$ cat config.mk
export PLATFORM = sky130hd
export DESIGN_NAME = integer_to_ascii_format
export DESIGN_NICKNAME = d
export VERILOG_FILES = /design/src/hdl/ita_pkg.sv /design/src/hdl/ita_cell.sv /design/src/hdl/ita_conv.sv /design/src/hdl/ita_emit.sv /design/src/hdl/integer_to_ascii_format.sv
export SDC_FILE = /design/constraint.sdc
export NUM_CORES = 1
export LEC_CHECK = 0
export ABC_AREA = 1
export BUFFER_PORTS_ARGS = -buffer_cell sky130_fd_sc_hd__buf_2
export CORE_UTILIZATION = 54
export DETAILED_ROUTE_END_ITERATION = 10
export GPL_TIMING_DRIVEN = 0
export PLACE_DENSITY = 0.83
export SYNTH_ARGS = -nofsm -noshare
export SYNTH_HDL_FRONTEND = slang
export SYNTH_SLANG_ARGS = --single-unit
$ cat constraint.sdc
create_clock -name clk -period 2.8 [get_ports clk]
set_input_delay 0.28 -clock clk [delete_from_list [all_inputs] [get_ports clk]]
set_output_delay 0.28 -clock clk [all_outputs]
set_load 0.02 [all_outputs]
$ cat src/hdl/ita_pkg.sv
`default_nettype none

package ita_pkg;

  // Width of the integer word that is formatted.
  localparam int VALUE_WIDTH = 32;

  // Decimal digits needed for the largest magnitude, 2^(VALUE_WIDTH-1).
  localparam int DEC_CELLS = VALUE_WIDTH * 302 / 1000 + 1;
  // Hex digits needed for the full unsigned word.
  localparam int HEX_CELLS = (VALUE_WIDTH + 3) / 4;
  localparam int NUM_CELLS = (DEC_CELLS > HEX_CELLS) ? DEC_CELLS : HEX_CELLS;
  localparam int PAD_WIDTH = NUM_CELLS * 4;

  localparam int CNT_W  = $clog2(NUM_CELLS + 1);
  localparam int IDX_W  = (NUM_CELLS > 1) ? $clog2(NUM_CELLS) : 1;
  localparam int ITER_W = $clog2(VALUE_WIDTH);

  localparam int CHAR_WIDTH = 8;

  // ASCII codes.
  localparam logic [CHAR_WIDTH-1:0] CH_ZERO  = 8'h30;
  localparam logic [CHAR_WIDTH-1:0] CH_LOWA  = 8'h61;
  localparam logic [CHAR_WIDTH-1:0] CH_MINUS = 8'h2D;
  localparam logic [CHAR_WIDTH-1:0] HEX_LETTER_OFFSET = 8'd10;
  localparam logic [3:0] DEC_DIGIT_MAX = 4'd9;

  // Radix mode codes.
  localparam logic RADIX_DEC = 1'b0;
  localparam logic RADIX_HEX = 1'b1;

  typedef logic [3:0] digit_t;

  typedef enum logic [1:0] {
    CONV_IDLE,
    CONV_RUN,
    CONV_DONE
  } conv_state_t;

  // Finished conversion handed from the converter to the character emitter.
  typedef struct packed {
    logic                        neg;
    logic [CNT_W-1:0]            ndig;
    digit_t [NUM_CELLS-1:0]      digits;
  } ita_result_t;

  // Maps one digit value (0 to 15) to its lower-case ASCII code.
  function automatic logic [CHAR_WIDTH-1:0] digit_char(input digit_t d);
    logic [CHAR_WIDTH-1:0] wide;
    wide = CHAR_WIDTH'(d);
    if (d <= DEC_DIGIT_MAX) begin
      return CH_ZERO + wide;
    end
    return CH_LOWA + wide - HEX_LETTER_OFFSET;
  endfunction

endpackage

`default_nettype wire

$ cat src/hdl/ita_cell.sv
`default_nettype none

module ita_cell (
  input  logic            clk,
  input  logic            load,
  input  logic            shift,
  input  ita_pkg::digit_t load_digit,
  input  logic            carry_in,
  output logic            carry_out,
  output ita_pkg::digit_t digit
);
  import ita_pkg::*;

  digit_t adj;

  // Add three to a digit of five or more before it doubles, so that the
  // carry leaves at bit 3 exactly when the decimal digit overflows.
  assign adj       = (digit >= 4'd5) ? (digit + 4'd3) : digit;
  assign carry_out = adj[3];

  // Each shift doubles the digit and takes in the neighbor's carry.
  always_ff @(posedge clk) begin
    if (load) begin
      digit <= load_digit;
    end else if (shift) begin
      digit <= {adj[2:0], carry_in};
    end
  end

endmodule

`default_nettype wire

$ cat src/hdl/ita_conv.sv
`default_nettype none

module ita_conv (
  input  logic                                clk,
  input  logic                                rst,
  input  logic                                in_valid,
  output logic                                in_ready,
  input  logic signed [ita_pkg::VALUE_WIDTH-1:0] value,
  input  logic                                mode,
  output logic                                hand_valid,
  input  logic                                hand_ready,
  output ita_pkg::ita_result_t                result
);
  import ita_pkg::*;

  conv_state_t state, state_next;

  logic [VALUE_WIDTH-1:0] word;
  logic [VALUE_WIDTH-1:0] mag;
  logic [VALUE_WIDTH-1:0] mag_load;
  logic [ITER_W-1:0]      iter;
  logic                   neg;
  logic                   accept;
  logic                   shift_en;
  logic [PAD_WIDTH-1:0]   padded;
  logic [NUM_CELLS:0]     carry;
  digit_t [NUM_CELLS-1:0] digits;
  digit_t [NUM_CELLS-1:0] load_digits;
  logic [CNT_W-1:0]       ndig;

  assign word     = value;
  assign accept   = in_valid && in_ready;
  assign padded   = PAD_WIDTH'(word);
  // Decimal mode works on the magnitude; the most negative value comes out
  // as 2^(VALUE_WIDTH-1), which still fits the unsigned word.
  assign mag_load = (word[VALUE_WIDTH-1] && (mode == RADIX_DEC)) ? (~word + 1'b1) : word;

  // Next state.
  always_comb begin
    state_next = state;
    case (state)
      CONV_IDLE: begin
        if (accept) begin
          state_next = (mode == RADIX_HEX) ? CONV_DONE : CONV_RUN;
        end
      end
      CONV_RUN: begin
        if (iter == '0) begin
          state_next = CONV_DONE;
        end
      end
      CONV_DONE: begin
        if (accept) begin
          state_next = (mode == RADIX_HEX) ? CONV_DONE : CONV_RUN;
        end else if (hand_ready) begin
          state_next = CONV_IDLE;
        end
      end
      default: begin
        state_next = CONV_IDLE;
      end
    endcase
  end

  // State outputs. A new word enters in the cycle its predecessor leaves.
  always_comb begin
    in_ready   = 1'b0;
    hand_valid = 1'b0;
    shift_en   = 1'b0;
    case (state)
      CONV_IDLE: begin
        in_ready = 1'b1;
      end
      CONV_RUN: begin
        shift_en = 1'b1;
      end
      CONV_DONE: begin
        hand_valid = 1'b1;
        in_ready   = hand_ready;
      end
      default: begin
        in_ready = 1'b0;
      end
    endcase
  end

  always_ff @(posedge clk) begin
    if (rst) begin
      state <= CONV_IDLE;
    end else begin
      state <= state_next;
    end
  end

  // Magnitude shift register feeding the digit chain, MSB first.
  always_ff @(posedge clk) begin
    if (accept) begin
      mag  <= mag_load;
      iter <= ITER_W'(VALUE_WIDTH - 1);
      neg  <= word[VALUE_WIDTH-1] && (mode == RADIX_DEC);
    end else if (shift_en) begin
      mag  <= mag << 1;
      iter <= iter - 1'b1;
    end
  end

  assign carry[0] = mag[VALUE_WIDTH-1];

  // Row of digit cells; cell 0 holds the least significant digit.
  // Hex mode loads the nibbles straight in, decimal mode starts from zero.
  for (genvar i = 0; i < NUM_CELLS; i++) begin : g_cell
    assign load_digits[i] = (mode == RADIX_HEX) ? padded[4*i +: 4] : 4'd0;

    ita_cell u_cell (
      .clk        (clk),
      .load       (accept),
      .shift      (shift_en),
      .load_digit (load_digits[i]),
      .carry_in   (carry[i]),
      .carry_out  (carry[i+1]),
      .digit      (digits[i])
    );
  end

  // Count of significant digits; zero still shows one digit.
  always_comb begin
    ndig = CNT_W'(1);
    for (int i = 1; i < NUM_CELLS; i++) begin
      if (digits[i] != '0) begin
        ndig = CNT_W'(i + 1);
      end
    end
  end

  always_comb begin
    result.neg    = neg;
    result.ndig   = ndig;
    result.digits = digits;
  end

  // The converter takes no word while it is shifting.
  assert property (@(posedge clk) disable iff (rst)
    (state == CONV_RUN) |-> !in_ready)
    else $error("word accepted during conversion");

  // The digit row is wide enough that no carry ever leaves the top cell.
  assert property (@(posedge clk) disable iff (rst)
    (state == CONV_RUN) |-> !carry[NUM_CELLS])
    else $error("decimal overflow out of top digit cell");

  // A decimal word always goes through the shift phase.
  assert property (@(posedge clk) disable iff (rst)
    (accept && (mode == RADIX_DEC)) |=> (state == CONV_RUN))
    else $error("decimal word skipped conversion");

endmodule

`default_nettype wire

$ cat src/hdl/ita_emit.sv
`default_nettype none

module ita_emit (
  input  logic                             clk,
  input  logic                             rst,
  input  logic                             hand_valid,
  output logic                             hand_ready,
  input  ita_pkg::ita_result_t             result,
  output logic                             out_valid,
  input  logic                             out_ready,
  output logic [ita_pkg::CHAR_WIDTH-1:0]   character,
  output logic                             last
);
  import ita_pkg::*;

  logic                   busy;
  logic                   neg_pend;
  logic [CNT_W-1:0]       cnt;
  logic [CNT_W-1:0]       cnt_m1;
  digit_t [NUM_CELLS-1:0] digs;
  logic                   out_xfer;
  logic                   load;

  assign out_valid  = busy;
  assign out_xfer   = out_valid && out_ready;
  assign last       = busy && !neg_pend && (cnt == CNT_W'(1));
  // The next result loads as the final character of this one transfers.
  assign hand_ready = !busy || (out_xfer && last);
  assign load       = hand_valid && hand_ready;

  // Characters leave from the top significant digit down.
  assign cnt_m1    = cnt - 1'b1;
  assign character = neg_pend ? CH_MINUS : digit_char(digs[cnt_m1[IDX_W-1:0]]);

  always_ff @(posedge clk) begin
    if (rst) begin
      busy     <= 1'b0;
      neg_pend <= 1'b0;
      cnt      <= '0;
    end else if (load) begin
      busy     <= 1'b1;
      neg_pend <= result.neg;
      cnt      <= result.ndig;
    end else if (out_xfer) begin
      if (neg_pend) begin
        neg_pend <= 1'b0;
      end else if (last) begin
        busy <= 1'b0;
      end else begin
        cnt <= cnt_m1;
      end
    end
  end

  always_ff @(posedge clk) begin
    if (load) begin
      digs <= result.digits;
    end
  end

  // A text in progress always has at least one digit left.
  assert property (@(posedge clk) disable iff (rst)
    busy |-> (cnt != '0))
    else $error("emitter busy with no digits left");

  // A new result replaces the current one only on its final transfer.
  assert property (@(posedge clk) disable iff (rst)
    (load && busy) |-> (out_xfer && last))
    else $error("result overwritten before its text finished");

endmodule

`default_nettype wire

$ cat src/hdl/integer_to_ascii_format.sv
// Formats one integer word per input transfer as ASCII text, one character
// per output transfer, most significant first, with no leading zeros and
// last set on the final character. radix_mode 0 gives signed decimal with a
// leading '-' for negative values; radix_mode 1 gives unsigned lower-case
// hex. Decimal conversion runs the magnitude through a row of BCD digit
// cells one bit per cycle, and the converter takes no new word while it
// shifts; a hex word loads its nibbles straight into the cells. The
// characters of one word leave at one per cycle while out_ready is high,
// from a separate output stage while the next word converts, so a hex
// stream runs at the character rate (up to 8 per word).
// radix_mode must only change while the block is idle.
`default_nettype none

module integer_to_ascii_format (
  input  logic                                   clk,
  input  logic                                   rst,
  input  logic                                   cfg_wr_en,
  input  logic                                   cfg_wr_data,
  input  logic                                   in_valid,
  output logic                                   in_ready,
  input  logic signed [ita_pkg::VALUE_WIDTH-1:0] value,
  output logic                                   out_valid,
  input  logic                                   out_ready,
  output logic [ita_pkg::CHAR_WIDTH-1:0]         character,
  output logic                                   last
);
  import ita_pkg::*;

  logic        radix_mode;
  logic        hand_valid;
  logic        hand_ready;
  ita_result_t hand_result;

  // Configuration register.
  always_ff @(posedge clk) begin
    if (rst) begin
      radix_mode <= RADIX_DEC;
    end else if (cfg_wr_en) begin
      radix_mode <= cfg_wr_data;
    end
  end

  ita_conv u_conv (
    .clk        (clk),
    .rst        (rst),
    .in_valid   (in_valid),
    .in_ready   (in_ready),
    .value      (value),
    .mode       (radix_mode),
    .hand_valid (hand_valid),
    .hand_ready (hand_ready),
    .result     (hand_result)
  );

  ita_emit u_emit (
    .clk        (clk),
    .rst        (rst),
    .hand_valid (hand_valid),
    .hand_ready (hand_ready),
    .result     (hand_result),
    .out_valid  (out_valid),
    .out_ready  (out_ready),
    .character  (character),
    .last       (last)
  );

endmodule

`default_nettype wire
# Yosys cells after proc, flatten, opt, wreduce, memory -nomap -nowiden
# Cells that the tools add are included.
# word_totals
register_bits	127
latch_bits	0
ramBits	0
romBits	0
inputBits	38
output_inout_bits	11
elab_cells	164
n_memories	0
# classes
addsub	16
multipliers	0
n_div	0
n_lt_le_gt_ge	12
n_eq_ne	8
shifts	0
muxes	71
bitwise	2
n_reduce_logical	27
# op_table
op	count
$mux W4	41
$mux W32	3
$ge A4 B3 Y1 const B	10
$add A4 B2 Y4 const B	9
$reduce_bool A4 Y1	9
$add A32 B1 Y32 const B	1
$not A32 Y32	1
$mux W8	3
$bmux W4 S4	1
$mux W3	5
$mux W2	7
$mux W1	9
$reduce_and A3 Y1	3
$add A7 B4 Y8 const A	1
$sub A8 B4 Y8 const B	1
$add A6 B4 Y7 const A	1
$logic_and A1 B1 Y1	7
$pmux W2 S3	1
$reduce_bool A2 Y1	3
$logic_not A5 Y1	1
$lt A4 B5 Y1 const B	1
$sub A5 B1 Y5 const B	1
$eq A4 B1 Y1 const B	1
$le A4 B4 Y1 const B	1
12 further kinds	15

# Longest topological paths before layout
# Gate-level depths: netlist of run 1.
# logic_depth
depth_word	11
depth_mapped	16
mapped_depth_nobuf	14

# Modules after synthesis
# A second synthesis of run 1 with hierarchy kept.
# hier_totals
hier_cells	1068
hier_area_um2	8204.1
# by_module_without_submodules
mod	n_inst	cells_each	area_each_um2	seq_area_each_um2
ita_conv	1	465	3105.5	1131.1
ita_cell	10	37	289.0	120.1
ita_emit	1	226	2163.3	1321.3
integer_to_ascii_format	1	7	45.0	20.0

# Worst setup path before layout of run 1
# OpenSTA, ideal clock, no wires.
# synth_timing
kind	register -> register
startpoint	reg u_emit.busy, in the netlist u_emit.out_valid
endpoint	reg u_conv.g_cell[8].u_cell.digit[0]
setup_ns	0.114
arrival_time_ns	2.887
required_ns	2.686
path_slack_ns	-0.200
path_stages_with_launch	10
n_path_buf	0
period_less_slack_ns	3.000
path_cell_list	dfxtp_1 -> inv_1 -> nor2_2 -> nand4_1 -> nand3_2 -> nand3_4 -> nand2_1 -> inv_1 -> a21oi_1 -> inv_1
# synth_between
elab_chain_cells	6
elab_cells_between_ends	8
cone_classes	mux (1); reduce/logical (7)
# synth_lines
item	line	source
start, declared	ita_emit.sv:16	logic busy;
start signal, assigned	ita_emit.sv:37	busy <= 1'b0;
start signal, assigned	ita_emit.sv:41	busy <= 1'b1;
start signal, assigned	ita_emit.sv:48	busy <= 1'b0;
$logic_and A1 B1 Y1 (2 in a row)	ita_emit.sv:26	assign last = busy && !neg_pend && (cnt == CNT_W'(1));
$logic_and A1 B1 Y1	ita_emit.sv:28	assign hand_ready = !busy || (out_xfer && last);
$logic_or A1 B1 Y1 (*)	ita_emit.sv:28	
$pmux W1 S2 (*)	ita_conv.sv:70	case (state)
$logic_and A1 B1 Y1 (*)	ita_conv.sv:32	assign accept = in_valid && in_ready;
end signal, assigned	ita_cell.sv:24	digit <= load_digit;
end signal, assigned	ita_cell.sv:26	digit <= {adj[2:0], carry_in};
end, declared	ita_cell.sv:10	output ita_pkg::digit_t digit
# Mark *: on every way between the ends. The rest lies on a longest branch, timed or not.
# A chain may end at the register's enable or synchronous reset.

# Final worst setup path of run 1
# layout_timing
startpoint	reg u_emit.cnt[0]
endpoint	out character[5] in the netlist's numbering
# layout_between
elab_chain_cells	7
elab_cells_between_ends	11
cone_classes	add/sub (4); order compare (1); mux (6)
# layout_lines
item	line	source
start, declared	ita_emit.sv:18	logic [CNT_W-1:0] cnt;
start signal, assigned	ita_emit.sv:43	cnt <= result.ndig;
start signal, assigned	ita_emit.sv:50	cnt <= cnt_m1;
$sub A4 B1 Y4 (*)	ita_emit.sv:32	assign cnt_m1 = cnt - 1'b1;
$bmux W4 S4 (*)	ita_emit.sv:33	assign character = neg_pend ? CH_MINUS : digit_char(digs[cnt_m1[IDX_W-1:0]]);
$mux W4 (implied by the code) (*)	ita_emit.sv:33	
$add A7 B4 Y8 (tied with other cells)	ita_pkg.sv:54	return CH_LOWA + wide - HEX_LETTER_OFFSET;
$sub A8 B4 Y8 (tied with other cells)	ita_pkg.sv:54	
$mux W8 (*)	ita_pkg.sv:54	
$mux W8 (*)	ita_emit.sv:33	
end, declared	integer_to_ascii_format.sv:24	output logic [ita_pkg::CHAR_WIDTH-1:0] character,
# Mark *: on every way between the ends. The rest lies on a longest branch, timed or not. The select of a mux whose other input is x is not followed.

==> results of run 1 <==
-- final cells by class --
type / instances / area, um^2 / share of cell area, %
well taps: 176 / 220 / 2.48
multi-input cells: 637 / 3420 / 38.5
flip-flops and latches: 127 / 3600 / 40.6
inverters: 124 / 470 / 5.30
clock inverters: 11 / 78.8 / 0.888
plain buffers: 27 / 168 / 1.89
repair buffers: 63 / 425 / 4.79
clock buffers: 21 / 493 / 5.56
-- Yosys cell counts, drive strengths merged --
cell    number  share of area, %
a21oi       30               2.0
a22o         1              0.12
a31oi        1             0.083
and2         1             0.083
buf         25               1.9
clkbuf       2              0.10
clkinv       1             0.050
conb         1             0.050
dfxtp       22               5.8
edfxtp     105                42
ha          26               4.3
inv        123               6.1
nand2      230                12
nand3       77               5.6
nand3b       4              0.40
nand4       12               1.0
nor2        93               5.0
nor3        14              0.93
o211ai      10               1.0
o21a         1              0.10
o21ai       82               5.5
o22ai       11               1.0
o31ai        3              0.30
or2          3              0.25
xnor2        2              0.33
xor2        35               4.2
-- critical path: cells and delay by family (launching register included) --
family / cells / cell delay (ns)
buffers and inverters: 6 / 0.53
adders and majority gates: 2 / 0.43
DFF: 1 / 0.35
and+or+nand+nor: 8 / 0.93
-- per-layer routing --
| metal | vias to the layer above | GRT usage (%) |
|---|---|---|
| met2 | 307 | 46.3 |
| met4 | 0 | 12.0 |
| li1 | 3199 | - |
| met3 | 45 | 4.66 |
| met1 | 3034 | 33.4 |
| met5 | - | 0 |
-- sequential cells by signal, indices dropped and copies added, names as in the netlist --
name and flops:
u_conv.g_cell.u_cell.digit 40, u_emit.digs 40, u_conv.mag 32, u_conv.iter 5, u_emit.cnt 4, u_conv.state 2, radix_mode 1, u_conv.neg 1
u_emit.neg_pend 1, u_emit.out_valid 1
-- power groups by stage --
stage	registers [W]	logic (W)	clock network, W
6_report	0.00282	0.00253	0.00209
3_5_place_dp	0.00283	0.00210	0
5_1_grt	0.00285	0.00279	0.00219
3_3_place_gp	0.00283	0.00202	0
4_1_cts	0.00281	0.00240	0.00209
2_1_floorplan	0.00275	0.00162	0
-- per-stage QoR --
stage / cells / hold WS, ns / utilization, % / TNS (ns)
floorplan: 915 / 0.349 / - / 0
global placement: 1138 / 0.454 / 59.6 / -2.28
detailed placement: 1139 / 0.454 / 59.9 / -1.88
CTS: 1182 / 0.0231 / 65.7 / -0.406
global route: 1186 / 0.0312 / 66.2 / -1.13
finish: 1186 / 0.0290 / 66.2 / -0.536
-- timing repair --
item	in CTS	in global routing
pin swaps	14	7
setup endpoints to repair	7	6
hold buffers	0	0
gates resized for setup	33	11
setup buffers	11	4
-- worst max-delay path by stage --
| stage | to | slack [ns] | depth (start not counted) | start |
|---|---|---|---|---|
| finish | character[5] | -0.15 | 16 | u_emit.cnt[0]$_SDFFE_PP0P_ |
| global route | character[5] | -0.26 | 16 | u_emit.cnt[0]$_SDFFE_PP0P_ |
| CTS | character[5] | -0.13 | 17 | u_emit.cnt[0]$_SDFFE_PP0P_ |
| detailed placement | character[5] | -0.36 | 16 | u_emit.cnt[0]$_SDFFE_PP0P_ |
| global placement | character[5] | -0.30 | 16 | u_emit.cnt[0]$_SDFFE_PP0P_ |
| floorplan | character[5] | 0.0009 | 15 | u_emit.cnt[0]$_SDFFE_PP0P_ |
-- cells by family (layout without fill, tap and decap cells) --
| logic type | after synthesis | after routing | share of synthesized area [%] |
|---|---|---|---|
| XOR/XNOR | 37 | 37 | 4.50 |
| AND/OR/NAND/NOR | 434 | 434 | 25.2 |
| buffers and inverters | 151 | 246 | 8.19 |
| other | 1 | 1 | 0.0498 |
| adder cells (fa/ha/maj) | 26 | 26 | 4.32 |
| AO/OA/AOI/OAI | 139 | 139 | 10.0 |
| flip-flops | 127 | 127 | 47.7 |
==> flow_summary.yaml, run 1 <==
floorplan:
  die-area_mm2: 0.0144
  die_y_um: 120
  rows: 42
  core_region_area_mm2: 0.0134
  start_util_pct: 56.2
  dieWidth_um: 120
  ios: 49
drt:
  wl_met1_um: 7660
  postRouteAntennaNets: 0
  vias_per_cell: 5.55
  wl_met3_um: 1330
  highest_layer: "met4"
  drc: 0
  drt_iter0_drc: 547
  wl_met2_um: 9120
  vias: 6585
  routed_wl_um: 18700
  avgRoutedWirePerCell_um: 15.8
  dr.pass1.iters: 5
pwr:
  p_per_area_mw_per_mm2: 838
  comb_power_share_pct: 34.0
  swShare_pct: 35.3
  totalPowerFinal_w: 0.00743
  p_leak_nw: 3.96
  power_switching_w: 0.00263
  pwr-share-clk_pct: 28.1
  p_int_w: 0.00481
  seqPwrFrac_pct: 37.9
  peakVddDrop_mv: 0.543
run_status:
  status: "finished, violations left"
  violations: "negative setup slack"
global_routing:
  grt.total_usage_pct: 27.1
  antenna_found_initial: 0
  grt_overflow_total: 0
  grt_max_degree: 66
  grt_pass1_wl_um: 30300
  grt_pass1_vias: 6283
clock_network:
  cts_max_level: 4
  cts_buffers: 17
  clkSlewWorstSetupHoldPaths_ns: 0.06
  clock_sinks: 127
  cts_tree: "done"
  cts-root-buf: "clkbuf_16"
  worstSkewPairLatency_ns: 0.41
  clockBufferDepth: 2
sta:
  report.final.slew_viol_count: 0
  period_minus_slack_ns: 2.95
  fmax_mhz: 339
  finalCritPeriodShare_pct: 105
  timing.final.ws_setup_ns: -0.148
  rsz0062_at_grt: "yes"
  hold_viol: 0
  finalSetupViolCount: 6
  fin_worst_skew_ns: 0.00527
  tightest_slew_ns: 0.870
  slew-limit-headroom_pct: 42.0
synth:
  avgSynthCellArea_um2: 8.23
  synth_area_mm2: 0.00753
  syn-num-nets: 979
  synth_warnings: 0
  netlist_instances: 915
  synth-seq-cells: 127
  ys_types: 39
  seq_area_frac_synth_pct: 47.7
critical_path:
  max_stage_delay_ns: 0.35
  required_ns: 2.52
  reg2reg_slack_ns: 0.28
  cp.arrival_ns: 2.67
  crit_path_end_kind: "output port"
  worstReg2RegEnd: "u_conv.g_cell[8].u_cell.digit[0]$_SDFFE_PP0P_"
  reg2reg_from: "u_emit.cnt[0]$_SDFFE_PP0P_"
  crit_slowest_cell: "dfxtp_4"
  ff2ff_path_depth: 9
  crit_chain: "inv_4 > buf_6 > ha_4 > buf_8 > nand2_2 > nor2_4 > nand2_1 > nand2_4 > inv_4 > ha_4 > or2_4 > nand3_4 > nand2_4 > inv_2 > nand4_1 > buf_6"
  crit_type: "reg -> out"
  crit_path_start_kind: "flop"
  cp_max_fo: 8
final_layout:
  syn2layout_area_growth_pct: 17.8
  fillCellCount: 1025
  drive_gt1_share_pct: 16.7
  antenna_cells: 0
  nets: 1061
  final_cell_mix: "218 x nand2_1, 116 x inv_1, 105 x edfxtp_1, 84 x nor2_1, 67 x o21ai_0"
  fin_area_mm2: 0.00887
  final_common_cell: "nand2_1"
placement:
  place_ws_ns: -0.362
  post_dp_cell_area_mm2: 0.00802
  hpwl_um: 12800
  gp_congestion: 0.918
  io_buffers: 47
hold_path:
  hold_depth: 2
  hold_path.startpoint: "rst"
  hold-path-endpoint: "u_emit.out_valid$_SDFFE_PP0P_"
  hold_class: "in -> reg"
job:
  drv_cap: 0
No activity file was read; power rests on OpenSTA's default activity.
==> run 2: changes to the inputs <==
--- a/config.mk
+++ b/config.mk
@@ -10,7 +10,9 @@
 export CORE_UTILIZATION = 54
 export DETAILED_ROUTE_END_ITERATION = 10
 export GPL_TIMING_DRIVEN = 0
+export MAX_ROUTING_LAYER = met4
 export PLACE_DENSITY = 0.83
+export SKIP_CTS_REPAIR_TIMING = 1
 export SYNTH_ARGS = -nofsm -noshare
 export SYNTH_HDL_FRONTEND = slang
 export SYNTH_SLANG_ARGS = --single-unit
==> run 2 against run 1 <==
  * The flow still finishes with violations (negative setup slack)
  * Critical path depth is 1 higher
  * Worst hold slack lost 0.0016 ns
  * Flip-flop and latch count unchanged
  * Die area did not move
  * Final area grew 0.17%
  * Clock power is 4% higher
  * Routed wire length decreased by 2.0%
  * Sequential power barely moved
  * Clock-buffer cell count up 6
  * Maximum frequency shrank 1.1%
  * Non-clock buffer count up 1
  * Combinational power is 4% lower
==> flow_summary.yaml, run 2 (synthesized netlist as in run 1, its figures left out) <==
drt:
  routed_wl_um: 18300
  postRouteAntennaNets: 0
  vias: 6563
  avgRoutedWirePerCell_um: 15.4
  drc: 0
  dr.pass1.iters: 5
  drt_iter0_drc: 415
  vias_per_cell: 5.53
critical_path:
  cp_max_fo: 8
  crit_family: "buffers and inverters"
  cpMostUsedCell: "buf_4"
  crit_path_end_kind: "output port"
  crit_chain: "inv_4 > buf_8 > ha_4 > buf_8 > buf_4 > buf_4 > buf_4 > nor2_1 > o21ai_0 > nand3_1 > nand3_1 > nand2_4 > nand2_4 > inv_2 > buf_4 > nor2_2 > buf_6"
  max_stage_delay_ns: 0.36
  required_ns: 2.52
  path_buf_inv: 9
  crit_type: "reg -> out"
  cp.arrival_ns: 2.70
  crit_slowest_cell: "dfxtp_4"
  crit_path_start_kind: "flop"
floorplan:
  dieWidth_um: 120
  start_util_pct: 56.2
  ios: 49
  die_y_um: 120
  core_region_area_mm2: 0.0134
  die-area_mm2: 0.0144
  rows: 42
final_layout:
  final_cell_mix: "219 x nand2_1, 116 x inv_1, 105 x edfxtp_1, 84 x nor2_1, 67 x o21ai_0"
  fillCellCount: 1061
  final_common_cell: "nand2_1"
  nets: 1062
  syn2layout_area_growth_pct: 18.0
  drive_gt1_share_pct: 16.4
  fin_area_mm2: 0.00889
  antenna_cells: 0
  reg_top3: "u_conv.g_cell.u_cell.digit: 40 flops, u_emit.digs: 40 flops, u_conv.mag: 32 flops"
global_routing:
  grt_overflow_total: 0
  antenna_found_initial: 0
  grt_max_degree: 66
  use_met1_pct: 33.0
  grt_pass1_wl_um: 29800
  grt_pass1_vias: 6253
  met3_usage_pct: 4.61
  grt.total_usage_pct: 27.5
  busiest_layer: "met2"
  met2_usage_pct: 45.6
sta:
  report.final.slew_viol_count: 0
  hold_viol: 0
  rsz0062_at_grt: "yes"
  fmax_mhz: 335
  finalSetupViolCount: 7
  fin_worst_skew_ns: 0.00774
  slew-limit-headroom_pct: 41.4
  tightest_slew_ns: 0.879
  finalCritPeriodShare_pct: 107
  period_minus_slack_ns: 2.98
  fin_tns_setup_ns: -0.947
  timing.final.ws_setup_ns: -0.182
clock_network:
  clkSlewWorstSetupHoldPaths_ns: 0.05
  clockBufferDepth: 2
  worstSkewPairLatency_ns: 0.42
  cts-root-buf: "clkbuf_16"
  cts_buffers: 17
  cts_tree: "done"
  clock_sinks: 127
  cts_max_level: 4
placement:
  post_dp_cell_area_mm2: 0.00802
  gp_congestion: 0.925
  hpwl_um: 12900
  io_buffers: 47
pwr:
  p_leak_nw: 3.98
  peakVddDrop_mv: 0.478
  p_per_area_mw_per_mm2: 836
  totalPowerFinal_w: 0.00743
run_status:
  violations: "negative setup slack"
  status: "finished, violations left"
hold_path:
  hold_class: "in -> reg"
job:
  drv_cap: 0
[run 2: area by class of cell]
type	count	area [um^2]	area share, %
clock buffer	27	536	6.02
sequential	127	3600	40.5
tap	176	220	2.48
inverter	124	468	5.26
buffer	27	171	1.93
timing repair buffer	64	412	4.63
clock inverter	5	50.0	0.563
multi-input combinational	637	3430	38.6
[run 2: power breakdown]
part | switching (W) | leakage [nW] | total [W] | internal (W)
sequential | 0.000252 | 1.20 | 0.00282 | 0.00257
clock | 0.000776 | 0.291 | 0.00217 | 0.00139
combinational | 0.00150 | 2.49 | 0.00244 | 0.000944
total | 0.00253 | 3.98 | 0.00743 | 0.00490
[run 2: per-layer routing]
| layer | part of all wire [%] | up-vias |
|---|---|---|
| li1 | - | 3201 |
| met1 | 41 | 3021 |
| met2 | 49 | 292 |
| met3 | 6.8 | 49 |
| met4 | 3.0 | 0 |
| met5 | 0 | - |
[run 2: final timing paths]
check	start	to	slack (ns)	depth (start not counted)
setup / recovery	u_emit.cnt[0]$_SDFFE_PP0P_	character[4]	-0.18	17
hold / removal	rst	u_emit.out_valid$_SDFFE_PP0P_	0.03	2
setup reg to reg	u_emit.cnt[1]$_SDFFE_PP0P_	u_conv.g_cell[9].u_cell.digit[2]$_SDFFE_PP0P_	0.32	9
hold reg to reg	u_conv.g_cell[9].u_cell.digit[1]$_SDFFE_PP0P_	u_emit.digs[37]$_DFFE_PN_	0.48	0
[run 2: through the flow]
stage	hold WS, ns	worst slack, ns	util, %	cells
6_report	0.0274	-0.182	66.3	1187
5_1_grt	0.0275	-0.302	66.3	1187
4_1_cts	0.0165	-0.803	64.2	1171
3_5_place_dp	0.453	-0.343	59.9	1139
3_3_place_gp	0.449	-0.303	59.6	1138
2_1_floorplan	0.349	0.000862	-	915
